`config.mk`:
```
export PLATFORM = sky130hd
export DESIGN_NAME = frame_center_of_mass_annular_sum
export DESIGN_NICKNAME = d
export VERILOG_FILES = /design/src/design/fcom_pkg.sv /design/src/design/fcom_div.sv /design/src/design/fcom_dp.sv /design/src/design/fcom_ctrl.sv /design/src/design/frame_center_of_mass_annular_sum.sv
export SDC_FILE = /design/constraint.sdc
export NUM_CORES = 2
export LEC_CHECK = 0
export BUFFER_PORTS_ARGS = -buffer_cell sky130_fd_sc_hd__buf_2
export CORE_MARGIN = 1.5
export CORE_UTILIZATION = 30
export CTS_CLUSTER_DIAMETER = 150
export DETAILED_ROUTE_END_ITERATION = 16
export HOLD_SLACK_MARGIN = 0.15
export REMOVE_ABC_BUFFERS = 1
export SYNTH_ARGS = -nofsm -noshare
export SYNTH_HDL_FRONTEND = slang
export SYNTH_SLANG_ARGS = --single-unit
```
`constraint.sdc`:
```
create_clock -name i_clk -period 8.95 [get_ports i_clk]
set_input_delay 0.4475 -clock i_clk [delete_from_list [all_inputs] [get_ports i_clk]]
set_output_delay 0.4475 -clock i_clk [all_outputs]
set_load 0.03 [all_outputs]
```
`src/design/fcom_pkg.sv`:
```
// Shared types and constants for the frame centre-of-mass / annular-sum block.
// No dependencies; imported by every module of the block.
`timescale 1ns / 1ps
`default_nettype none

package fcom_pkg;

    // Field widths
    localparam int PX_W   = 16;   // raw pixel
    localparam int BYTE_W = 8;    // one byte of a pixel
    localparam int ACC_W  = 32;   // dose and annulus sums
    localparam int MOM_W  = 40;   // row / column moments
    localparam int Q_W    = 16;   // centre of mass, 8 fraction bits
    localparam int FRAC_W = 8;    // fraction bits of the centre
    localparam int HALF_W = 9;    // centre position in half pixels
    localparam int RAD_W  = 20;   // squared radius bounds, times four

    // APB side
    localparam int APB_DW = 32;
    localparam int APB_AW = 5;

    // Register indexes (byte address / 4)
    localparam logic [2:0] REG_SWAP_BYTES  = 3'd0;
    localparam logic [2:0] REG_WIDE_PIXELS = 3'd1;
    localparam logic [2:0] REG_CENTRE_COL  = 3'd2;
    localparam logic [2:0] REG_CENTRE_ROW  = 3'd3;
    localparam logic [2:0] REG_INNER_SQ4   = 3'd4;
    localparam logic [2:0] REG_OUTER_SQ4   = 3'd5;

    // Reset values of the registers
    localparam logic [HALF_W-1:0] CENTRE_RST = 9'd255;
    localparam logic [RAD_W-1:0]  OUTER_RST  = 20'hFFFFF;

    // Quotient saturation value
    localparam logic [Q_W-1:0] Q_SAT = 16'hFFFF;

    typedef struct packed {
        logic [PX_W-1:0] pixel;
        logic            frame_end;
    } t_in_item;

    typedef struct packed {
        logic [Q_W-1:0]   centre_row;
        logic [Q_W-1:0]   centre_col;
        logic [ACC_W-1:0] dose;
        logic [ACC_W-1:0] annular_sum;
    } t_out_item;

    typedef struct packed {
        logic              swap_bytes;
        logic              wide_pixels;
        logic [HALF_W-1:0] centre_col_half;
        logic [HALF_W-1:0] centre_row_half;
        logic [RAD_W-1:0]  inner_radius_sq4;
        logic [RAD_W-1:0]  outer_radius_sq4;
    } t_cfg;

    // Controller to datapath
    typedef struct packed {
        logic accept;       // input request taken this cycle
        logic div_start;    // launch the divider
        logic div_sel_row;  // divider works on the row moment
        logic out_load;     // load output register, clear accumulators
    } t_dp_cmd;

    // Datapath to controller
    typedef struct packed {
        logic a_last;       // first stage holds the frame's last pixel
        logic b_last;       // second stage holds the frame's last pixel
        logic div_done;     // quotient ready
    } t_dp_sts;

endpackage

`default_nettype wire

```
`src/design/fcom_div.sv`:
```
// Serial divider: floor(moment * 256 / dose), saturated to 16 bits, zero for zero dose.
// One quotient bit per cycle; depends on fcom_pkg.
`timescale 1ns / 1ps
`default_nettype none

module fcom_div (
    input  wire logic                      i_clk,
    input  wire logic                      i_rst_n,
    input  wire logic                      i_start,
    input  wire logic [fcom_pkg::MOM_W-1:0] i_moment,
    input  wire logic [fcom_pkg::ACC_W-1:0] i_dose,
    output logic                           o_done,
    output logic [fcom_pkg::Q_W-1:0]       o_quot
);
    import fcom_pkg::*;

    localparam int CNT_W = $clog2(Q_W);
    localparam logic [CNT_W-1:0] CNT_LAST = CNT_W'(Q_W - 1);

    logic [ACC_W-1:0] r_rem;
    logic [Q_W-1:0]   r_num;
    logic [Q_W-1:0]   r_q;
    logic [ACC_W-1:0] r_den;
    logic             r_sat;
    logic             r_zero;
    logic [CNT_W-1:0] r_cnt;
    logic             r_busy;
    logic             r_done;

    logic [ACC_W:0]   rem2;
    logic             ge;
    logic [ACC_W:0]   diff;
    logic             sat;

    // Quotient would not fit 16 bits when moment >= dose * 256
    assign sat  = i_moment >= {i_dose, {FRAC_W{1'b0}}};
    assign rem2 = {r_rem, r_num[Q_W-1]};
    assign ge   = rem2 >= {1'b0, r_den};
    assign diff = rem2 - {1'b0, r_den};

    // Control
    always_ff @(posedge i_clk) begin
        if (!i_rst_n) begin
            r_busy <= 1'b0;
            r_done <= 1'b0;
            r_cnt  <= '0;
        end else begin
            r_done <= 1'b0;
            if (i_start) begin
                r_busy <= 1'b1;
                r_cnt  <= '0;
            end else if (r_busy) begin
                r_cnt <= r_cnt + 1'b1;
                if (r_cnt == CNT_LAST) begin
                    r_busy <= 1'b0;
                    r_done <= 1'b1;
                end
            end
        end
    end

    // Restoring division; the top 32 bits of moment*256 start below the divisor
    always_ff @(posedge i_clk) begin
        if (i_start) begin
            r_rem  <= i_moment[MOM_W-1:FRAC_W];
            r_num  <= {i_moment[FRAC_W-1:0], {(Q_W-FRAC_W){1'b0}}};
            r_den  <= i_dose;
            r_sat  <= sat;
            r_zero <= (i_dose == '0);
            r_q    <= '0;
        end else if (r_busy) begin
            r_rem <= ge ? diff[ACC_W-1:0] : rem2[ACC_W-1:0];
            r_num <= {r_num[Q_W-2:0], 1'b0};
            r_q   <= {r_q[Q_W-2:0], ge};
        end
    end

    assign o_done = r_done;
    always_comb begin
        priority if (r_zero) o_quot = '0;
        else if (r_sat)      o_quot = Q_SAT;
        else                 o_quot = r_q;
    end

endmodule

`default_nettype wire

```
`src/design/fcom_dp.sv`:
```
// Datapath: position counters, two-stage pixel pipeline, accumulators, divider, output payload.
// Depends on fcom_pkg and fcom_div.
`timescale 1ns / 1ps
`default_nettype none

module fcom_dp #(
    parameter int CAM_WIDTH  = 256,
    parameter int CAM_HEIGHT = 256
) (
    input  wire logic                 i_clk,
    input  wire logic                 i_rst_n,
    input  wire fcom_pkg::t_cfg       i_cfg,
    input  wire fcom_pkg::t_in_item   i_in_data,
    input  wire fcom_pkg::t_dp_cmd    i_cmd,
    output fcom_pkg::t_dp_sts         o_sts,
    output fcom_pkg::t_out_item       o_out_data
);
    import fcom_pkg::*;

    localparam int CW     = (CAM_WIDTH  > 2) ? $clog2(CAM_WIDTH)  : 1;
    localparam int RW     = (CAM_HEIGHT > 2) ? $clog2(CAM_HEIGHT) : 1;
    localparam int PRC_W  = PX_W + CW;
    localparam int PRR_W  = PX_W + RW;
    localparam int DIF_W  = HALF_W + 2;
    localparam int DST_W  = RAD_W + 1;
    localparam logic [CW-1:0] COL_LAST = CW'(CAM_WIDTH - 1);
    localparam logic [RW-1:0] ROW_LAST = RW'(CAM_HEIGHT - 1);

    // Position counters
    logic [CW-1:0] r_col;
    logic [RW-1:0] r_row;

    always_ff @(posedge i_clk) begin
        if (!i_rst_n) begin
            r_col <= '0;
            r_row <= '0;
        end else if (i_cmd.accept) begin
            if (i_in_data.frame_end) begin
                r_col <= '0;
                r_row <= '0;
            end else if (r_col == COL_LAST) begin
                r_col <= '0;
                r_row <= (r_row == ROW_LAST) ? '0 : r_row + 1'b1;
            end else begin
                r_col <= r_col + 1'b1;
            end
        end
    end

    // Stage A: pixel format, moment products, squared distances
    logic [PX_W-1:0]         px;
    logic signed [DIF_W-1:0] dc;
    logic signed [DIF_W-1:0] dr;
    logic signed [2*DIF_W-1:0] dc_sq;
    logic signed [2*DIF_W-1:0] dr_sq;

    always_comb begin
        priority if (!i_cfg.wide_pixels)
            px = {{BYTE_W{1'b0}}, i_in_data.pixel[BYTE_W-1:0]};
        else if (i_cfg.swap_bytes)
            px = {i_in_data.pixel[BYTE_W-1:0], i_in_data.pixel[PX_W-1:BYTE_W]};
        else
            px = i_in_data.pixel;
    end

    assign dc    = $signed(DIF_W'({r_col, 1'b0})) - $signed(DIF_W'(i_cfg.centre_col_half));
    assign dr    = $signed(DIF_W'({r_row, 1'b0})) - $signed(DIF_W'(i_cfg.centre_row_half));
    assign dc_sq = dc * dc;
    assign dr_sq = dr * dr;

    logic              r_a_vld;
    logic              r_a_last;
    logic [PX_W-1:0]   r_a_px;
    logic [PRR_W-1:0]  r_a_prow;
    logic [PRC_W-1:0]  r_a_pcol;
    logic [RAD_W-1:0]  r_a_sqc;
    logic [RAD_W-1:0]  r_a_sqr;

    always_ff @(posedge i_clk) begin
        if (!i_rst_n) begin
            r_a_vld  <= 1'b0;
            r_a_last <= 1'b0;
        end else begin
            r_a_vld  <= i_cmd.accept;
            r_a_last <= i_cmd.accept & i_in_data.frame_end;
        end
    end

    always_ff @(posedge i_clk) begin
        if (i_cmd.accept) begin
            r_a_px   <= px;
            r_a_prow <= px * r_row;
            r_a_pcol <= px * r_col;
            r_a_sqc  <= dc_sq[RAD_W-1:0];
            r_a_sqr  <= dr_sq[RAD_W-1:0];
        end
    end

    // Stage B: annulus test and accumulation
    logic [DST_W-1:0] ring_d2;
    logic             in_ring;
    logic             r_b_last;

    assign ring_d2 = DST_W'(r_a_sqc) + DST_W'(r_a_sqr);
    assign in_ring = (ring_d2 > DST_W'(i_cfg.inner_radius_sq4)) &&
                     (ring_d2 <= DST_W'(i_cfg.outer_radius_sq4));

    logic [ACC_W-1:0] r_dose;
    logic [ACC_W-1:0] r_ring;
    logic [MOM_W-1:0] r_mrow;
    logic [MOM_W-1:0] r_mcol;

    always_ff @(posedge i_clk) begin
        if (!i_rst_n) begin
            r_b_last <= 1'b0;
            r_dose   <= '0;
            r_ring   <= '0;
            r_mrow   <= '0;
            r_mcol   <= '0;
        end else begin
            r_b_last <= r_a_last;
            if (i_cmd.out_load) begin
                r_dose <= '0;
                r_ring <= '0;
                r_mrow <= '0;
                r_mcol <= '0;
            end else if (r_a_vld) begin
                r_dose <= r_dose + ACC_W'(r_a_px);
                r_mrow <= r_mrow + MOM_W'(r_a_prow);
                r_mcol <= r_mcol + MOM_W'(r_a_pcol);
                if (in_ring) r_ring <= r_ring + ACC_W'(r_a_px);
            end
        end
    end

    // Shared divider, row moment first, then column moment
    logic             div_done;
    logic [Q_W-1:0]   div_quot;
    logic [Q_W-1:0]   r_q_row;
    logic [Q_W-1:0]   r_q_col;

    fcom_div u_div (
        .i_clk    (i_clk),
        .i_rst_n  (i_rst_n),
        .i_start  (i_cmd.div_start),
        .i_moment (i_cmd.div_sel_row ? r_mrow : r_mcol),
        .i_dose   (r_dose),
        .o_done   (div_done),
        .o_quot   (div_quot)
    );

    always_ff @(posedge i_clk) begin
        if (div_done) begin
            if (i_cmd.div_sel_row) r_q_row <= div_quot;
            else                   r_q_col <= div_quot;
        end
    end

    // Output payload register
    t_out_item r_out;

    always_ff @(posedge i_clk) begin
        if (i_cmd.out_load) begin
            r_out.centre_row  <= r_q_row;
            r_out.centre_col  <= r_q_col;
            r_out.dose        <= r_dose;
            r_out.annular_sum <= r_ring;
        end
    end

    assign o_out_data   = r_out;
    assign o_sts.a_last = r_a_last;
    assign o_sts.b_last = r_b_last;
    assign o_sts.div_done = div_done;

endmodule

`default_nettype wire

```
`src/design/fcom_ctrl.sv`:
```
// Controller: input/output handshakes and the frame-end sequence (drain, two divisions, load).
// Depends on fcom_pkg.
`timescale 1ns / 1ps
`default_nettype none

module fcom_ctrl (
    input  wire logic              i_clk,
    input  wire logic              i_rst_n,
    input  wire logic              i_in_valid,
    output logic                   o_in_ready,
    output logic                   o_out_valid,
    input  wire logic              i_out_ready,
    input  wire fcom_pkg::t_dp_sts i_sts,
    output fcom_pkg::t_dp_cmd      o_cmd
);
    import fcom_pkg::*;

    localparam logic [2:0] ST_RUN      = 3'd0;
    localparam logic [2:0] ST_ROW_GO   = 3'd1;
    localparam logic [2:0] ST_ROW_WAIT = 3'd2;
    localparam logic [2:0] ST_COL_GO   = 3'd3;
    localparam logic [2:0] ST_COL_WAIT = 3'd4;
    localparam logic [2:0] ST_LOAD     = 3'd5;

    logic [2:0] r_state;
    logic [2:0] n_state;
    logic       r_out_valid;
    logic       n_out_valid;
    logic       load;

    // No new pixel once the frame's last pixel is in the pipeline
    assign o_in_ready = (r_state == ST_RUN) && !i_sts.a_last && !i_sts.b_last;
    assign load       = (r_state == ST_LOAD) && (!r_out_valid || i_out_ready);

    // Next state
    always_comb begin
        n_state = r_state;
        unique case (r_state)
            ST_RUN:      if (i_sts.b_last) n_state = ST_ROW_GO;
            ST_ROW_GO:   n_state = ST_ROW_WAIT;
            ST_ROW_WAIT: if (i_sts.div_done) n_state = ST_COL_GO;
            ST_COL_GO:   n_state = ST_COL_WAIT;
            ST_COL_WAIT: if (i_sts.div_done) n_state = ST_LOAD;
            ST_LOAD:     if (load) n_state = ST_RUN;
            default:     n_state = ST_RUN;
        endcase
    end

    // Output register valid
    always_comb begin
        priority if (load)       n_out_valid = 1'b1;
        else if (i_out_ready)    n_out_valid = 1'b0;
        else                     n_out_valid = r_out_valid;
    end

    always_ff @(posedge i_clk) begin
        if (!i_rst_n) begin
            r_state     <= ST_RUN;
            r_out_valid <= 1'b0;
        end else begin
            r_state     <= n_state;
            r_out_valid <= n_out_valid;
        end
    end

    // Commands
    assign o_cmd.accept      = i_in_valid && o_in_ready;
    assign o_cmd.div_start   = (r_state == ST_ROW_GO) || (r_state == ST_COL_GO);
    assign o_cmd.div_sel_row = (r_state == ST_ROW_GO) || (r_state == ST_ROW_WAIT);
    assign o_cmd.out_load    = load;
    assign o_out_valid       = r_out_valid;

    // Checks
    a_last_starts_div: assert property (@(posedge i_clk) disable iff (!i_rst_n)
        (r_state == ST_RUN && i_sts.b_last) |=> (r_state == ST_ROW_GO))
        else $error("frame end did not start the division");

    a_load_sets_valid: assert property (@(posedge i_clk) disable iff (!i_rst_n)
        load |=> o_out_valid)
        else $error("output load lost");

    a_no_accept_busy: assert property (@(posedge i_clk) disable iff (!i_rst_n)
        (r_state != ST_RUN) |-> !o_cmd.accept)
        else $error("pixel taken during frame-end sequence");

    a_done_in_wait: assert property (@(posedge i_clk) disable iff (!i_rst_n)
        i_sts.div_done |-> (r_state == ST_ROW_WAIT || r_state == ST_COL_WAIT))
        else $error("divider finished outside a wait state");

endmodule

`default_nettype wire

```
`src/design/frame_center_of_mass_annular_sum.sv`:
```
// Top level: APB configuration registers, controller and datapath.
// Depends on fcom_pkg, fcom_ctrl, fcom_dp (and fcom_div through it).
`timescale 1ns / 1ps
`default_nettype none

// Frame centre of mass with annular sum. Pixels of one frame arrive in raster order
// (column fastest) on the input channel; one pixel is taken per cycle while a frame
// streams. The pixel marked frame_end closes the frame: the block then takes no pixel
// while it drains the pipeline, computes two 16-bit quotients in turn in one shared
// divider at one bit per cycle and loads the output register; then one result request
// with centre_row, centre_col (8 fraction bits, 0 for zero dose, saturated at
// 0xFFFF), dose and annular_sum is offered. The output register holds that result
// while the next frame streams in; a second frame end waits at the load step until
// the previous result is taken. Registers sit at byte addresses 4*index on the APB
// port; the user must see they are written only while idle; the block does not check.

module frame_center_of_mass_annular_sum #(
    parameter int CAM_WIDTH  = 256,
    parameter int CAM_HEIGHT = 256
) (
    input  wire logic                          i_clk,
    input  wire logic                          i_rst_n,
    // pixel input
    input  wire logic                          i_in_valid,
    output logic                               o_in_ready,
    input  wire fcom_pkg::t_in_item            i_in_data,
    // result output
    output logic                               o_out_valid,
    input  wire logic                          i_out_ready,
    output fcom_pkg::t_out_item                o_out_data,
    // configuration
    input  wire logic                          psel,
    input  wire logic                          penable,
    input  wire logic                          pwrite,
    input  wire logic [fcom_pkg::APB_AW-1:0]   paddr,
    input  wire logic [fcom_pkg::APB_DW-1:0]   pwdata,
    output logic [fcom_pkg::APB_DW-1:0]        prdata,
    output logic                               pready
);
    import fcom_pkg::*;

    t_cfg       r_cfg;
    logic [2:0] reg_idx;
    logic       wr_en;

    assign reg_idx = paddr[APB_AW-1:2];
    assign wr_en   = psel && penable && pwrite;
    assign pready  = 1'b1;

    // Register writes
    always_ff @(posedge i_clk) begin
        if (!i_rst_n) begin
            r_cfg.swap_bytes       <= 1'b0;
            r_cfg.wide_pixels      <= 1'b1;
            r_cfg.centre_col_half  <= CENTRE_RST;
            r_cfg.centre_row_half  <= CENTRE_RST;
            r_cfg.inner_radius_sq4 <= '0;
            r_cfg.outer_radius_sq4 <= OUTER_RST;
        end else if (wr_en) begin
            case (reg_idx)
                REG_SWAP_BYTES:  r_cfg.swap_bytes       <= pwdata[0];
                REG_WIDE_PIXELS: r_cfg.wide_pixels      <= pwdata[0];
                REG_CENTRE_COL:  r_cfg.centre_col_half  <= pwdata[HALF_W-1:0];
                REG_CENTRE_ROW:  r_cfg.centre_row_half  <= pwdata[HALF_W-1:0];
                REG_INNER_SQ4:   r_cfg.inner_radius_sq4 <= pwdata[RAD_W-1:0];
                REG_OUTER_SQ4:   r_cfg.outer_radius_sq4 <= pwdata[RAD_W-1:0];
                default: ;
            endcase
        end
    end

    // Register reads
    always_comb begin
        case (reg_idx)
            REG_SWAP_BYTES:  prdata = APB_DW'(r_cfg.swap_bytes);
            REG_WIDE_PIXELS: prdata = APB_DW'(r_cfg.wide_pixels);
            REG_CENTRE_COL:  prdata = APB_DW'(r_cfg.centre_col_half);
            REG_CENTRE_ROW:  prdata = APB_DW'(r_cfg.centre_row_half);
            REG_INNER_SQ4:   prdata = APB_DW'(r_cfg.inner_radius_sq4);
            REG_OUTER_SQ4:   prdata = APB_DW'(r_cfg.outer_radius_sq4);
            default:         prdata = '0;
        endcase
    end

    t_dp_cmd cmd;
    t_dp_sts sts;

    fcom_ctrl u_ctrl (
        .i_clk       (i_clk),
        .i_rst_n     (i_rst_n),
        .i_in_valid  (i_in_valid),
        .o_in_ready  (o_in_ready),
        .o_out_valid (o_out_valid),
        .i_out_ready (i_out_ready),
        .i_sts       (sts),
        .o_cmd       (cmd)
    );

    fcom_dp #(
        .CAM_WIDTH  (CAM_WIDTH),
        .CAM_HEIGHT (CAM_HEIGHT)
    ) u_dp (
        .i_clk      (i_clk),
        .i_rst_n    (i_rst_n),
        .i_cfg      (r_cfg),
        .i_in_data  (i_in_data),
        .i_cmd      (cmd),
        .o_sts      (sts),
        .o_out_data (o_out_data)
    );

endmodule

`default_nettype wire

```
==> flow_summary.ini <==
[synth]
synth_edf_count = 304
synth_ff_type = edfxtp_1
synth_top_area_share_pct = 20.8
synth_area_per_cell_um2 = 9.66
synthCells = 4553
netlist_area_um2 = 44000
synth.most_common_cell = inv_1
yosys_warnings = 0
ys_top_cells_by_count = 604 x inv_1, 417 x ha_1, 415 x nand2_1
yosys-top-cells-area = edfxtp_1 21%, fa_1 15%, ha_1 12%
yosysSeqAreaShare_pct = 32.1
ys_seq_elements = 553
synthArstFlopShare_pct = 0
synth_area_leader_cell = edfxtp_1
synth_cell_types = 82

[cts]
cts_htree_levels = 3
path_clk_slew_ns = 0.05
numCtsBuffers = 69
cts.sinks = 553
tritoncts = yes
root_buffer = clkbuf_16
clk_latency_ns = 0.66
cts_resized = 0
clock_path_buffers = 3
post_cts.repair.setup_buffers = 0

[layout]
drive_above_1_share_pct = 8.77
multiInputGateArea_um2 = 27000
fill_cells = 14800
seq_area_um2 = 14100
syn2layout_area_growth_pct = 12.9
nets = 5517

[sta]
slew_viol_final = 0
timing.final.ws_setup_ns = 1.14
maxClockFrequency_mhz = 128
setup_viol = 0
fin_setup_tns_ns = 0
fin_skew_ns = 0.0215
final.min_clock_period_ns = 7.81
slew_headroom_pct = 21.3
rsz0062_at_grt = false
fin_crit_sh_pct = 87.2
hold_violations = 0
worst_pin_slew_ns = 1.18

[grt]
grt_antenna_before_repair = 6
grt.total_usage_pct = 14.6
grt_start_max_net_pins = 75
grt_overflow_total = 0
grt_pass1_vias = 32300
grt_first_pass_wirelength_mm = 175

[route]
routed_wl_mm = 110
avgViaCountPerCell = 4.80
detail-route-antenna-nets = 0
firstDrtPassIters = 6
drt-initial-drc-count = 1716
vias = 32100
wire_per_inst_um = 16.4
drc_errors = 0

[worst_setup_path]
worstSetupPathType = flip-flop to flip-flop
timing.rr.end = u_dp.r_a_sqc[18]
cp-end-kind = flip-flop
r2r_start = r_cfg[49]
setup.worst_path.start = r_cfg[49]
cp_data_arrival_time_ns = 8.20
cp_max_fo = 14
max_stage_delay_ns = 0.57
start_kind = flip-flop
reg2reg_slack_ns = 1.14
crit_required_ns = 9.34
reg2reg_depth = 28
crit_slowest_cell = fa_1

[floorplanning]
start_util_pct = 30.2
die_width_um = 386
num_rows = 140
io_pins = 192
die-area_um2 = 149000
core-area_um2 = 146000
die_height_um = 386

[run]
drv_cap = 0

[placement]
portBuffers = 164
finalWeightedCongestion = 0.866
hpwlAfterDp_mm = 83.9
place_ws_ns = 1.18

[power]
ir_worst_vdd_v = 0.000146
power_density_nw_per_um2 = 176
leakage_nw = 22.3

[hold_path]
min_from = paddr[3]
hold_depth = 4
worstHoldPathType = input port to flip-flop
min_to = r_cfg[58]

[run_status]
status = finished clean
==> cell usage in the layout (no fill, tap or decap), drive strengths merged, types with 10 or more instances in the layout <==
master / n
o21a: 28
ha: 417
and3: 38
nor2b: 47
dlygate4sd3: 24
a211oi: 31
o21bai: 29
dfxtp: 249
o31ai: 13
a31oi: 42
or3: 36
edfxtp: 304
or2: 22
mux2i: 135
nor4: 25
a21o: 86
inv: 612
clkinv: 20
xnor2: 156
nand2: 416
a211o: 10
buf: 209
clkbuf: 97
conb: 13
nor2: 358
a21oi: 185
o211ai: 53
nand2b: 32
nand3: 79
mux2: 43
fa: 329
nand4: 46
and2: 165
o21ai: 135
xor2: 96
o22ai: 11
a21boi: 32
nor3: 38
==> per-layer routing <==
metal  global-route usage [%]  vias to the layer above  share of wire [%]
li1                         -                    15600                  -
met1                     20.3                    15700                 48
met2                     23.6                      672                 46
met3                     2.20                      120                4.6
met4                     3.67                        2                1.8
met5                        0                        -              0.012
==> flip-flops by register name, indices dropped and copies added (netlist names), 19 cells and up <==
register	count
r_cfg	60
u_dp.o_out_data	96
u_dp.r_a_pcol	24
u_dp.r_a_prow	24
u_dp.r_a_sqc	19
u_dp.r_a_sqr	19
u_dp.r_dose	32
u_dp.r_mcol	40
u_dp.r_mrow	40
u_dp.r_ring	32
u_dp.u_div.r_den	32
u_dp.u_div.r_rem	32
==> cell families (layout without fill, tap and decap cells) <==
group	count (synthesis)	count (layout)	synth area share, %
simple gates	1336	1336	14.5
buf+inv	767	970	6.68
fa+ha+maj	746	746	26.8
compound gates	719	719	10.7
flops	553	553	32.1
xor+xnor	252	252	5.02
mux	178	178	4.17
other cells	2	15	0.0171
==> worst max-delay path by stage <==
| stage | endpoint | cells after the start |
|---|---|---|
| after global routing | u_dp.r_a_sqc[18] | 28 |
| after global placement | u_dp.r_a_sqc[18] | 28 |
| final | u_dp.r_a_sqc[18] | 28 |
| after CTS | u_dp.r_a_sqc[18] | 28 |
| after floorplan | u_dp.r_mcol[37] | 5 |
| after detailed placement | u_dp.r_a_sqc[18] | 28 |
==> final cells by class <==
cell class | instances | area share (%)
sequential | 553 | 28.4
clock buffer | 97 | 4.02
antenna | 2 | 0.0101
multi-input combinational | 3244 | 54.5
tap | 1917 | 4.83
clock inverter | 31 | 0.839
timing repair buffer | 233 | 2.82
inverter | 609 | 4.60
==> power by group <==
part	internal, mW	switching, mW
Sequential	2.90	0.130
Combinational	1.17	1.58
Clock	1.78	1.16
==> critical path: cells and delay by family (launching register included) <==
kind,cells,cell delay (ns)
adder cells (fa/ha/maj),7,3.39
AO/OA/AOI/OAI,9,1.88
buffers and inverters,7,0.85
AND/OR/NAND/NOR,3,0.71
flip-flops,1,0.50
XOR/XNOR,2,0.21
==> per-stage QoR <==
stage	instance area, um^2	power [mW]	instances	hold slack, ns	utilization, %
finish	49700	8.72	6686	0.224	34.1
global route	49700	9.28	6685	0.237	34.1
CTS	49700	8.81	6684	0.166	34.1
detailed placement	47000	5.81	6532	0.405	32.3
global placement	47000	5.75	6532	0.405	32.3
floorplan	43400	5.12	4406	0.400	-
==> what timing repair did <==
action	in CTS	in global routing
hold buffers	24	0
endpoints found under the setup margin	0	0
endpoints found under the hold margin	60	0
Power figures use the tool's default switching activity.
